File: src/design/mexp_pkg.sv
// shared types for the modular exponentiation core
package mexp_pkg;

  typedef enum logic [1:0] {
    MUL_REDUCE,
    MUL_ACC,
    MUL_SQUARE
  } mul_sel_t;

  typedef struct packed {
    logic     load;
    logic     start_mul;
    mul_sel_t mul_sel;
    logic     shift_e;
    logic     out_load;
  } dp_cmd_t;

  typedef struct packed {
    logic mul_done;
    logic e_zero;
    logic e_lsb;
    logic e_rest_zero;
    logic out_valid;
  } dp_stat_t;

  localparam int FIELD_W = 32;
  localparam int ADDR_W  = 3;
  localparam logic [ADDR_W-3:0] REG_MODULUS = '0;

endpackage

File: src/design/modular_exponentiation_core.sv
// top level: modular exponentiation with apb modulus register
// each item runs one reduce, one multiply per set exponent bit and one square per
//   further bit up to the top set one; run time is set by the serial multiplier
// one item at a time, but the next transfer is taken while a result waits;
//   a zero exponent skips the multiplier
module modular_exponentiation_core import mexp_pkg::*; #(
  parameter int WIDTH = 32
) (
  input  logic                 clk,
  input  logic                 rst,
  input  logic                 psel,
  input  logic                 penable,
  input  logic                 pwrite,
  input  logic [ADDR_W-1:0]    paddr,
  input  logic [31:0]          pwdata,
  output logic [31:0]          prdata,
  output logic                 pready,
  input  logic                 s_tvalid,
  output logic                 s_tready,
  input  logic [2*FIELD_W-1:0] s_tdata,   // base, exponent
  output logic                 m_tvalid,
  input  logic                 m_tready,
  output logic [FIELD_W-1:0]   m_tdata    // power
);

  logic [FIELD_W-1:0] modulus;
  dp_cmd_t            cmd;
  dp_stat_t           stat;

  assign pready = 1'b1;

  // synchronous reset, modulus resets to 1
  always_ff @(posedge clk) begin
    if (rst) begin
      modulus <= FIELD_W'(1);
    end else if (psel && penable && pwrite &&
                 paddr[ADDR_W-1:2] == REG_MODULUS) begin
      modulus <= pwdata;
    end
  end

  assign prdata = (paddr[ADDR_W-1:2] == REG_MODULUS) ? modulus : '0;

  mexp_ctrl u_ctrl (
    .clk       (clk),
    .rst       (rst),
    .in_valid  (s_tvalid),
    .in_ready  (s_tready),
    .out_ready (m_tready),
    .stat      (stat),
    .cmd       (cmd)
  );

  mexp_datapath #(.WIDTH(WIDTH)) u_dp (
    .clk       (clk),
    .rst       (rst),
    .cmd       (cmd),
    .stat      (stat),
    .base      (s_tdata[FIELD_W-1:0]),
    .exponent  (s_tdata[2*FIELD_W-1:FIELD_W]),
    .modulus   (modulus),
    .out_ready (m_tready),
    .power     (m_tdata)
  );

  assign m_tvalid = stat.out_valid;

endmodule

File: src/design/mexp_mulser.sv
// bit-serial modular multiplier, one double or add step per cycle
module mexp_mulser import mexp_pkg::*; #(
  parameter int WIDTH = 32
) (
  input  logic             clk,
  input  logic             rst,
  input  logic             start,
  input  logic [WIDTH-1:0] a,
  input  logic [WIDTH-1:0] b,
  input  logic [WIDTH-1:0] m,
  output logic             done,
  output logic [WIDTH-1:0] result
);

  localparam int CNT_W = (WIDTH > 1) ? $clog2(WIDTH) : 1;
  localparam logic [CNT_W-1:0] LAST_BIT = CNT_W'(WIDTH - 1);

  logic             busy;
  logic             phase;
  logic [CNT_W-1:0] cnt;
  logic [WIDTH-1:0] acc;
  logic [WIDTH-1:0] a_r;
  logic [WIDTH-1:0] b_r;

  logic [WIDTH:0]   sum;
  logic [WIDTH:0]   diff;
  logic [WIDTH-1:0] sum_red;

  // one adder serves both the doubling and the add step
  always_comb begin
    sum  = {1'b0, acc} + {1'b0, (phase ? a_r : acc)};
    diff = sum - {1'b0, m};
    if (m != '0 && sum >= {1'b0, m}) begin
      sum_red = diff[WIDTH-1:0];
    end else begin
      sum_red = sum[WIDTH-1:0];
    end
  end

  always_ff @(posedge clk) begin
    if (rst) begin
      busy  <= 1'b0;
      done  <= 1'b0;
      phase <= 1'b0;
      cnt   <= '0;
    end else begin
      done <= 1'b0;
      if (start) begin
        busy  <= 1'b1;
        phase <= 1'b0;
        cnt   <= LAST_BIT;
        acc   <= '0;
        a_r   <= a;
        b_r   <= b;
      end else if (busy) begin
        acc <= sum_red;
        if (!phase && b_r[WIDTH-1]) begin
          phase <= 1'b1;
        end else begin
          phase <= 1'b0;
          b_r   <= {b_r[WIDTH-2:0], 1'b0};
          if (cnt == '0) begin
            busy <= 1'b0;
            done <= 1'b1;
          end else begin
            cnt <= cnt - CNT_W'(1);
          end
        end
      end
    end
  end

  assign result = acc;

endmodule

File: src/design/mexp_datapath.sv
// operand registers, exponent shifter and output register
module mexp_datapath import mexp_pkg::*; #(
  parameter int WIDTH = 32
) (
  input  logic               clk,
  input  logic               rst,
  input  dp_cmd_t            cmd,
  output dp_stat_t           stat,
  input  logic [FIELD_W-1:0] base,
  input  logic [FIELD_W-1:0] exponent,
  input  logic [FIELD_W-1:0] modulus,
  input  logic               out_ready,
  output logic [FIELD_W-1:0] power
);

  logic [WIDTH-1:0] sq;
  logic [WIDTH-1:0] acc;
  logic [WIDTH-1:0] e;
  mul_sel_t         dest_sel;
  logic             out_valid;
  logic [FIELD_W-1:0] out_data;

  logic [WIDTH+FIELD_W-1:0] base_ext;
  logic [WIDTH+FIELD_W-1:0] exp_ext;
  logic [WIDTH+FIELD_W-1:0] mod_ext;
  logic [WIDTH+FIELD_W-1:0] acc_ext;
  logic [WIDTH-1:0] m;
  logic [WIDTH-1:0] one_mod;
  logic [WIDTH-1:0] mul_a;
  logic [WIDTH-1:0] mul_b;
  logic             mul_done;
  logic [WIDTH-1:0] mul_result;

  always_comb begin
    base_ext = {{WIDTH{1'b0}}, base};
    exp_ext  = {{WIDTH{1'b0}}, exponent};
    mod_ext  = {{WIDTH{1'b0}}, modulus};
    acc_ext  = {{FIELD_W{1'b0}}, acc};
    m        = mod_ext[WIDTH-1:0];
    one_mod  = (m == WIDTH'(1)) ? '0 : WIDTH'(1);
  end

  always_comb begin
    case (cmd.mul_sel)
      MUL_REDUCE: begin
        mul_a = one_mod;
        mul_b = sq;
      end
      MUL_ACC: begin
        mul_a = sq;
        mul_b = acc;
      end
      default: begin
        mul_a = sq;
        mul_b = sq;
      end
    endcase
  end

  mexp_mulser #(.WIDTH(WIDTH)) u_mul (
    .clk    (clk),
    .rst    (rst),
    .start  (cmd.start_mul),
    .a      (mul_a),
    .b      (mul_b),
    .m      (m),
    .done   (mul_done),
    .result (mul_result)
  );

  always_ff @(posedge clk) begin
    if (cmd.load) begin
      sq  <= base_ext[WIDTH-1:0];
      e   <= exp_ext[WIDTH-1:0];
      acc <= WIDTH'(1);
    end else begin
      if (cmd.shift_e) begin
        e <= e >> 1;
      end
      if (mul_done) begin
        if (dest_sel == MUL_ACC) begin
          acc <= mul_result;
        end else begin
          sq <= mul_result;
        end
      end
    end
    if (cmd.start_mul) begin
      dest_sel <= cmd.mul_sel;
    end
    if (cmd.out_load) begin
      out_data <= acc_ext[FIELD_W-1:0];
    end
  end

  always_ff @(posedge clk) begin
    if (rst) begin
      out_valid <= 1'b0;
    end else if (cmd.out_load) begin
      out_valid <= 1'b1;
    end else if (out_ready) begin
      out_valid <= 1'b0;
    end
  end

  always_comb begin
    stat.mul_done    = mul_done;
    stat.e_zero      = (e == '0);
    stat.e_lsb       = e[0];
    stat.e_rest_zero = ((e >> 1) == '0);
    stat.out_valid   = out_valid;
  end

  assign power = out_data;

endmodule

File: src/design/mexp_ctrl.sv
// sequencer for right-to-left square and multiply
module mexp_ctrl import mexp_pkg::*; (
  input  logic     clk,
  input  logic     rst,
  input  logic     in_valid,
  output logic     in_ready,
  input  logic     out_ready,
  input  dp_stat_t stat,
  output dp_cmd_t  cmd
);

  typedef enum logic [2:0] {
    IDLE,
    CHECK,
    RED_WAIT,
    TEST,
    MUL_WAIT,
    SHIFT,
    SQ_WAIT,
    FINISH
  } state_t;

  state_t state;

  // load stays high for the whole idle state so the operands are taken at the transfer
  always_ff @(posedge clk) begin
    if (rst) begin
      state    <= IDLE;
      cmd      <= '0;
      cmd.load <= 1'b1;
    end else begin
      cmd <= '0;
      unique case (state)
        IDLE: begin
          if (in_valid) begin
            state <= CHECK;
          end else begin
            cmd.load <= 1'b1;
          end
        end
        CHECK: begin
          if (stat.e_zero) begin
            state <= FINISH;
          end else begin
            cmd.start_mul <= 1'b1;
            cmd.mul_sel   <= MUL_REDUCE;
            state         <= RED_WAIT;
          end
        end
        RED_WAIT: begin
          if (stat.mul_done) begin
            state <= TEST;
          end
        end
        TEST: begin
          if (stat.e_lsb) begin
            cmd.start_mul <= 1'b1;
            cmd.mul_sel   <= MUL_ACC;
            state         <= MUL_WAIT;
          end else begin
            state <= SHIFT;
          end
        end
        MUL_WAIT: begin
          if (stat.mul_done) begin
            state <= SHIFT;
          end
        end
        SHIFT: begin
          cmd.shift_e <= 1'b1;
          if (stat.e_rest_zero) begin
            state <= FINISH;
          end else begin
            cmd.start_mul <= 1'b1;
            cmd.mul_sel   <= MUL_SQUARE;
            state         <= SQ_WAIT;
          end
        end
        SQ_WAIT: begin
          if (stat.mul_done) begin
            state <= TEST;
          end
        end
        FINISH: begin
          if (!stat.out_valid || out_ready) begin
            cmd.out_load <= 1'b1;
            cmd.load     <= 1'b1;
            state        <= IDLE;
          end
        end
        default: begin
          cmd.load <= 1'b1;
          state    <= IDLE;
        end
      endcase
    end
  end

  assign in_ready = (state == IDLE);

endmodule
File: config.mk
export PLATFORM = sky130hd
export DESIGN_NAME = modular_exponentiation_core
export DESIGN_NICKNAME = d
export VERILOG_FILES = /design/src/design/mexp_pkg.sv /design/src/design/modular_exponentiation_core.sv /design/src/design/mexp_mulser.sv /design/src/design/mexp_datapath.sv /design/src/design/mexp_ctrl.sv
export SDC_FILE = /design/constraint.sdc
export NUM_CORES = 1
export LEC_CHECK = 0
export BUFFER_PORTS_ARGS = -buffer_cell sky130_fd_sc_hd__buf_2
export CELL_PAD_IN_SITES_DETAIL_PLACEMENT = 0
export CELL_PAD_IN_SITES_GLOBAL_PLACEMENT = 1
export CORE_ASPECT_RATIO = 1.4
export CORE_MARGIN = 2
export CORE_UTILIZATION = 46
export DETAILED_ROUTE_END_ITERATION = 7
export GPL_ROUTABILITY_DRIVEN = 0
export MAX_ROUTING_LAYER = met4
export PLACE_DENSITY = 0.88
export REMOVE_ABC_BUFFERS = 1
export SYNTH_ARGS = -nofsm -noshare
export SYNTH_HDL_FRONTEND = slang
export SYNTH_SLANG_ARGS = --single-unit
File: constraint.sdc
create_clock -name clk -period 5.8 [get_ports clk]
set_input_delay 0.87 -clock clk [delete_from_list [all_inputs] [get_ports clk]]
set_output_delay 0.87 -clock clk [all_outputs]
set_load 0.01 [all_outputs]
==> metrics, run 1 <==
crit-path most repeated cell=buf_4; Ys Warns=0; GR Overflow Total=0; Slowest cell on crit path=fa_1; Netlist cell types=a little over 70; setup ws final=between 0.15 and 0.2 ns; Mapped Cells=about 1500; chip width=roughly 160 um; CTS tree=yes; Critical Path RT=slightly above 6 ns; RSZ-0062 raised after global routing=yes; HP Start=u_dp.acc[15]; Gate power share=0.318; Largest stage delay, worst path=approximately 0.43 ns; share of cells above drive strength 1=0.230; Via Count=between 10000 and 15000; hold crit path type=reg -> reg; EDFF count, synth=194; TritonCTS Buffers=27; # setup viols final=0; Min-Delay Path Depth=0; Root Driver=clkbuf_16; leading area contributor after synthesis=edfxtp_1; max-cap viol count=0; Clk pin slew, worst setup/hold paths=around 0.06 ns; CP max FO=15; Routed Antenna Nets=0; CP Capture Type=register; Worst Path Arrival=about 5.9 ns; vias in the first global route=between 10000 and 15000; pre-CTS setup slack=between 0.2 and 0.3 ns; R2R depth=25; post-synthesis area per instance=between 10 and 15 um2; sw power=approximately 1900 uW; Top FF cell, synth=edfxtp_1; DRC errors left=0; WS Path Type=reg -> reg; Clk pwr share=0.296; ANT cells=0; CTS Buffer Depth=3; Vias/cell=about 5.5; measured slew at the worst slew-check pin=~1.0 ns; Max Slew Vio Count=0; top cells by area, synth=edfxtp_1, dfxtp_1, mux2_2; setup bufs post-CTS=0; H-tree depth=1; Fin. Hold Viols=0; DR pass1 iterations=5; Die Area=roughly 0.034 mm2; Final Cycle Share=0.966; Leak Pwr=approximately 0.0067 uW; largest net degree at the start of global routing=63; Initial Util=0.467; antenna violations before repair=0; clk sink count=276; hpwl dp=between 20000 and 30000 um; min Tclk post-route=roughly 5.6 ns; reg2reg start=u_dp.u_mul.phase; VDD IR max=between 0.2 and 0.3 mV; Hold WS=~0.46 ns; Sequential Power Share=0.386; PortBufs=169; fmax=0.178 GHz; switching share of power=0.317; Routed WL=39000 um; Area growth, synth to finish=16.4%; Synth Register Bits=around 280; Int Power=between 4000 and 5000 uW; top-area cell type share of the netlist area=0.386; r2r setup slk=0.20 ns; Fin Clk Skew=between 0.02 and 0.03 ns; sequential element share of the synthesized area=0.495; worst flop-to-flop path endpoint=u_dp.u_mul.result[4]; # IOs=approximately 170; die height=218 um; Total GRT Usage=0.230; outcome=finished, final reports clean; FP Rows=78; global-route wire length before repair=roughly 60000 um; Hold EP=u_dp.power[15]; Clk Latency, worst-skew pair=0.58 ns; Final #Nets=~1800; asr flop ratio synth=0; wire per inst=approximately 18 um; Initial DRC Count=between 700 and 800; PD cells=350 mW/mm2; CP startpoint kind=register; Slew headroom=0.305; core area=about 0.032 mm2; Synth Cell Area=0.0151 mm2
-- flip-flops by register name (all words and copies together) (netlist names), 3 cells and up --
name / count
u_dp.u_mul.b_r: 32
modulus: 32
u_dp.power: 32
u_ctrl.state: 3
u_dp.u_mul.result: 32
u_dp.u_mul.a_r: 32
u_dp.e: 32
u_dp.acc: 32
u_dp.u_mul.cnt: 5
u_ctrl.cmd: 6
u_dp.sq: 32
-- cell usage in the layout (no fill, tap or decap), types with 4 or more instances in the layout --
master | Yosys | routed
o21bai_1 | 8 | 8
inv_1 | 62 | 62
nor2_1 | 151 | 146
clkinv_2 | 0 | 5
edfxtp_1 | 194 | 194
o21a_1 | 5 | 5
nor4_1 | 15 | 15
o31ai_1 | 6 | 6
a311oi_1 | 4 | 4
a21oi_1 | 166 | 165
nand3_1 | 13 | 13
xor2_1 | 21 | 21
nor4b_1 | 4 | 4
xnor2_1 | 36 | 36
buf_4 | 1 | 47
a221o_1 | 4 | 4
o21ai_0 | 40 | 39
nor3_1 | 13 | 13
or2_2 | 5 | 5
and3_1 | 5 | 5
clkbuf_1 | 62 | 6
a21o_1 | 23 | 23
clkbuf_16 | 0 | 27
nand3b_1 | 4 | 4
nand4_1 | 9 | 9
ha_1 | 66 | 66
nand2_1 | 186 | 186
and2_1 | 7 | 7
or3_1 | 6 | 6
a211oi_1 | 8 | 7
mux2_2 | 97 | 97
nand2b_1 | 10 | 9
nor2b_1 | 38 | 38
a31oi_1 | 10 | 10
buf_2 | 1 | 169
mux2i_1 | 57 | 57
dfxtp_1 | 82 | 79
-- worst max path at each step --
| stage | start | endpoint | slack, ns |
|---|---|---|---|
| after global placement | u_dp.u_mul.phase | u_dp.u_mul.result[28] | 0.24 |
| after global routing | u_dp.u_mul.phase | u_dp.u_mul.result[8] | -0.02 |
| after detailed placement | u_dp.u_mul.phase | u_dp.u_mul.result[28] | 0.26 |
| final | u_dp.u_mul.phase | u_dp.u_mul.result[4] | 0.20 |
| after floorplan | u_dp.u_mul.phase | u_dp.u_mul.result[0] | -0.41 |
| after CTS | u_dp.u_mul.phase | u_dp.u_mul.result[21] | 0.22 |
-- cell type report --
class                           count  area (um2)
Clock buffer                       36         739
Clock inverter                     14         166
Fill cell                        2932       14800
Inverter                           62         233
Multi-Input combinational cell   1065        7140
Sequential cell                   276        7470
Tap cell                          440         551
Timing Repair Buffer              219        1250
-- cell families after synthesis --
group | Yosys count | share of synthesized area
DFF | 276 | 0.495
buffers and inverters | 132 | 0.0347
other | 1 | 0.000249
and+or+nand+nor | 478 | 0.144
AOI/OAI and AO/OA | 307 | 0.125
adders and majority gates | 68 | 0.0574
muxes | 154 | 0.110
xor gates and xnor gates | 57 | 0.0331
-- per-stage QoR --
step                total power (uW)  setup TNS, ns  cell area [um2]  utilization  instances
floorplan                       3800         -11.17            14800            -       1403
global placement                4300              0            16600        0.515       2062
detailed placement              4320              0            16600        0.515       2062
CTS                             6160              0            17500        0.543       2112
global route                    6460        -0.0340            17600        0.543       2112
finish                          6140              0            17600        0.543       2112
-- cell usage after synthesis (all sizes together) (6+ instances only) --
cell type and instances:
buf 8, nor4 16, nor3 13, inv 62, ha 66, or3 6, o21bai 8, a31oi 10
a211oi 9, nand2 186, clkbuf 62, xor2 21, nor2b 38, a21o 23, nand3 13, nand2b 10
o31ai 6, nor2 151, nand4 9, and2 7, edfxtp 194, a21oi 166, mux2i 57, o21ai 42
dfxtp 82, xnor2 36, mux2 97
-- critical path: cells and delay by family, from the launching register on --
| family | cells | cell delay (ns) |
|---|---|---|
| AOI/OAI and AO/OA | 9 | 1.54 |
| xor gates and xnor gates | 1 | 0.23 |
| adders and majority gates | 3 | 0.96 |
| buffers and inverters | 5 | 0.78 |
| DFF | 1 | 0.38 |
| muxes | 2 | 0.59 |
| and+or+nand+nor | 5 | 0.79 |
-- what timing repair did --
item                                   4_1_cts  5_1_grt
hold buffers                                 0        0
endpoints found under the hold margin        0        0
setup endpoints to repair                    0       25
resized for setup                            0        5
-- per-layer routing --
metal,wire length (um),share of wire,up-vias,track usage
met4,1610,0.041,0,0.0967
met3,2400,0.061,85,0.0325
met5,0,0,-,-
li1,-,-,5631,-
met1,15800,0.40,5517,0.275
met2,19200,0.49,356,0.389
-- power by group through the flow --
stage	sequential [uW]	clock (uW)	combinational (uW)
final	2370	1820	1950
after global routing	2380	1930	2150
after CTS	2370	1860	1930
after detailed placement	2410	0	1910
after global placement	2410	0	1890
after floorplan	2390	0	1410
Power figures use the tool's default switching activity.
==> run 2: changes to the inputs <==
- SETUP_SLACK_MARGIN: default -> 0.5
- TNS_END_PERCENT: default -> 1
==> metrics, run 2 (same netlist as run 1, synthesis figures left out) <==
H-tree depth=1 (unchanged); die height=218 um (unchanged); commonest non-fill, non-tap cells in the layout=edfxtp_1, nand2_1, buf_2; largest net degree at the start of global routing=63 (unchanged); measured slew at the worst slew-check pin=0.999 ns (-0.0422 ns); Initial DRC Count=798 (+2.8%); placed inst area=0.0166 mm2 (unchanged); vias in the first global route=11655 (+0.95%); antenna violations before repair=0 (unchanged); TritonCTS Buffers=27 (unchanged); outcome=finished, final reports clean; post-route insts no fill=2140 (+1.3%); core area=0.0323 mm2 (unchanged); CP max FO=8 (-7); Vias/cell=5.53 (+0.80%); GR peak layer=met2; Final #Nets=1853 (+1.5%); WS Path Type=reg -> reg; Max Slew Vio Count=0 (unchanged); met3 Use GR=0.0325 (unchanged); Critical Path RT=6.09 ns (+0.02 ns); Fillers=2815 (-4.0%); Final Cycle Share=0.904 (-0.0620); Die Area=0.0343 mm2 (unchanged); Root Driver=clkbuf_16; Setup TNS=0 ns (unchanged); met2 Track Usage GR=0.394 (+0.00541); r2r setup slk=0.56 ns (+0.36 ns); CP startpoint kind=register; fmax=0.191 GHz (+6.9%); FP Rows=78 (unchanged); Total GRT Usage=0.232 (+0.00185); Worst Path Arrival=5.53 ns (-0.35 ns); Routed WL=40100 um (+2.7%); CTS Buffer Depth=3 (unchanged); Via Count=11836 (+2.1%); commonest non-fill, non-tap cell in the layout=edfxtp_1; PD cells=351 mW/mm2 (+0.38%); Clk Latency, worst-skew pair=0.58 ns (about the same); area occupied by multi-input gates=0.00756 mm2 (+5.9%); # IOs=173 (unchanged); CP Capture Type=register; Area growth, synth to finish=21.2%; global-route wire length before repair=60500 um (+0.80%); RSZ-0062 raised after global routing=yes; M1 GR Usage=0.276 (+0.00123); clk sink count=276 (unchanged); DR pass1 iterations=5 (unchanged); min Tclk post-route=5.24 ns (-0.360 ns); CTS tree=yes; max-cap viol count=0 (unchanged); DRC errors left=0 (unchanged); post-layout util=0.566 (+0.0226); wire per inst=18.7 um (+1.4%); fin area=0.0183 mm2 (+4.2%); Leak Pwr=0.00694 uW (+3.1%); hpwl dp=27800 um (unchanged); Clk pin slew, worst setup/hold paths=0.07 ns (about the same); PortBufs=169 (unchanged); GR Overflow Total=0 (unchanged); ANT cells=0 (unchanged); Fin Clk Skew=0.0267 ns (+0.00133 ns); # setup viols final=0 (unchanged); chip width=157 um (unchanged); Routed Antenna Nets=0 (unchanged); VDD IR max=0.300 mV (+8.3%); DP Cell Count=2062 (unchanged); hold crit path type=reg -> reg; Slew headroom=0.333 (+0.0282); share of cells above drive strength 1=0.276 (+0.0462); Hold WS=0.458 ns (+0.000371 ns); Storage cell area=0.00748 mm2 (about the same); Initial Util=0.467 (unchanged); Fin. Hold Viols=0 (unchanged)
==> run 2: cell types whose count changed in the layout (fill, tap and decap cells not counted), sizes merged <==
| cell | delta |
|---|---|
| buf | +27 |
| clkbuf | +1 |
==> run 2: worst paths after layout <==
| kind | endpoint | depth (start not counted) | from |
|---|---|---|---|
| worst max register to register | u_dp.u_mul.result[5] | 26 | u_dp.u_mul.phase |
| worst min register to register | u_dp.power[15] | 0 | u_dp.acc[15] |
| worst max-delay path | u_dp.u_mul.result[5] | 26 | u_dp.u_mul.phase |
| worst min-delay path | u_dp.power[15] | 0 | u_dp.acc[15] |
==> run 2: timing repair <==
item / in CTS / in global routing
gates cloned: 1 / 1
hold buffers: 0 / 0
endpoints found under the setup margin: 32 / 32
buffers inserted: 9 / 17
pin swaps: 12 / 40
gates resized for setup: 18 / 77
==> run 2: metrics by stage <==
stage | power [uW] | setup slack [ns]
2_1_floorplan | 3800 | -0.410
3_3_place_gp | 4300 | 0.245
3_5_place_dp | 4320 | 0.261
4_1_cts | 6230 | 0.485
5_1_grt | 6740 | 0.304
6_report | 6420 | 0.556
==> run 2: critical path, stage by stage (launching register included) <==
cell and delay (ns):
dfxtp_4 0.41, buf_12 0.14, buf_8 0.10, mux2_4 0.30, ha_4 0.17, fa_2 0.38
a21o_1 0.24, nand3_4 0.09, a211oi_4 0.09, nor4b_2 0.28, buf_4 0.17, o31a_1 0.22
buf_6 0.13, o21bai_1 0.06, xor2_1 0.20, ha_1 0.32, a21o_1 0.18, a21oi_2 0.13
nor2_1 0.07, nor2_2 0.13, o21ai_2 0.07, a32oi_1 0.16, a22o_2 0.26, buf_6 0.13
buf_12 0.14, mux2i_1 0.29, nor2_1 0.07
==> run 2: final cells by class <==
cell class	instances	share of cell area
multi-input cells	1065	0.414
flip-flops and latches	276	0.409
repair buffers	247	0.0850
clock buffers	36	0.0405
well taps	440	0.0301
inverters	62	0.0127
clock inverters	14	0.00910
==> run 2: metal layers <==
metal | routed length (um) | share of wire
met1 | 16000 | 0.40
met2 | 19800 | 0.49
met3 | 2550 | 0.064
met4 | 1700 | 0.042
met5 | 0 | 0
==> run 2: power breakdown <==
group	switching, uW	internal, uW
logic	1180	1050
registers	86.8	2280
clock network	787	1040
total	2050	4370
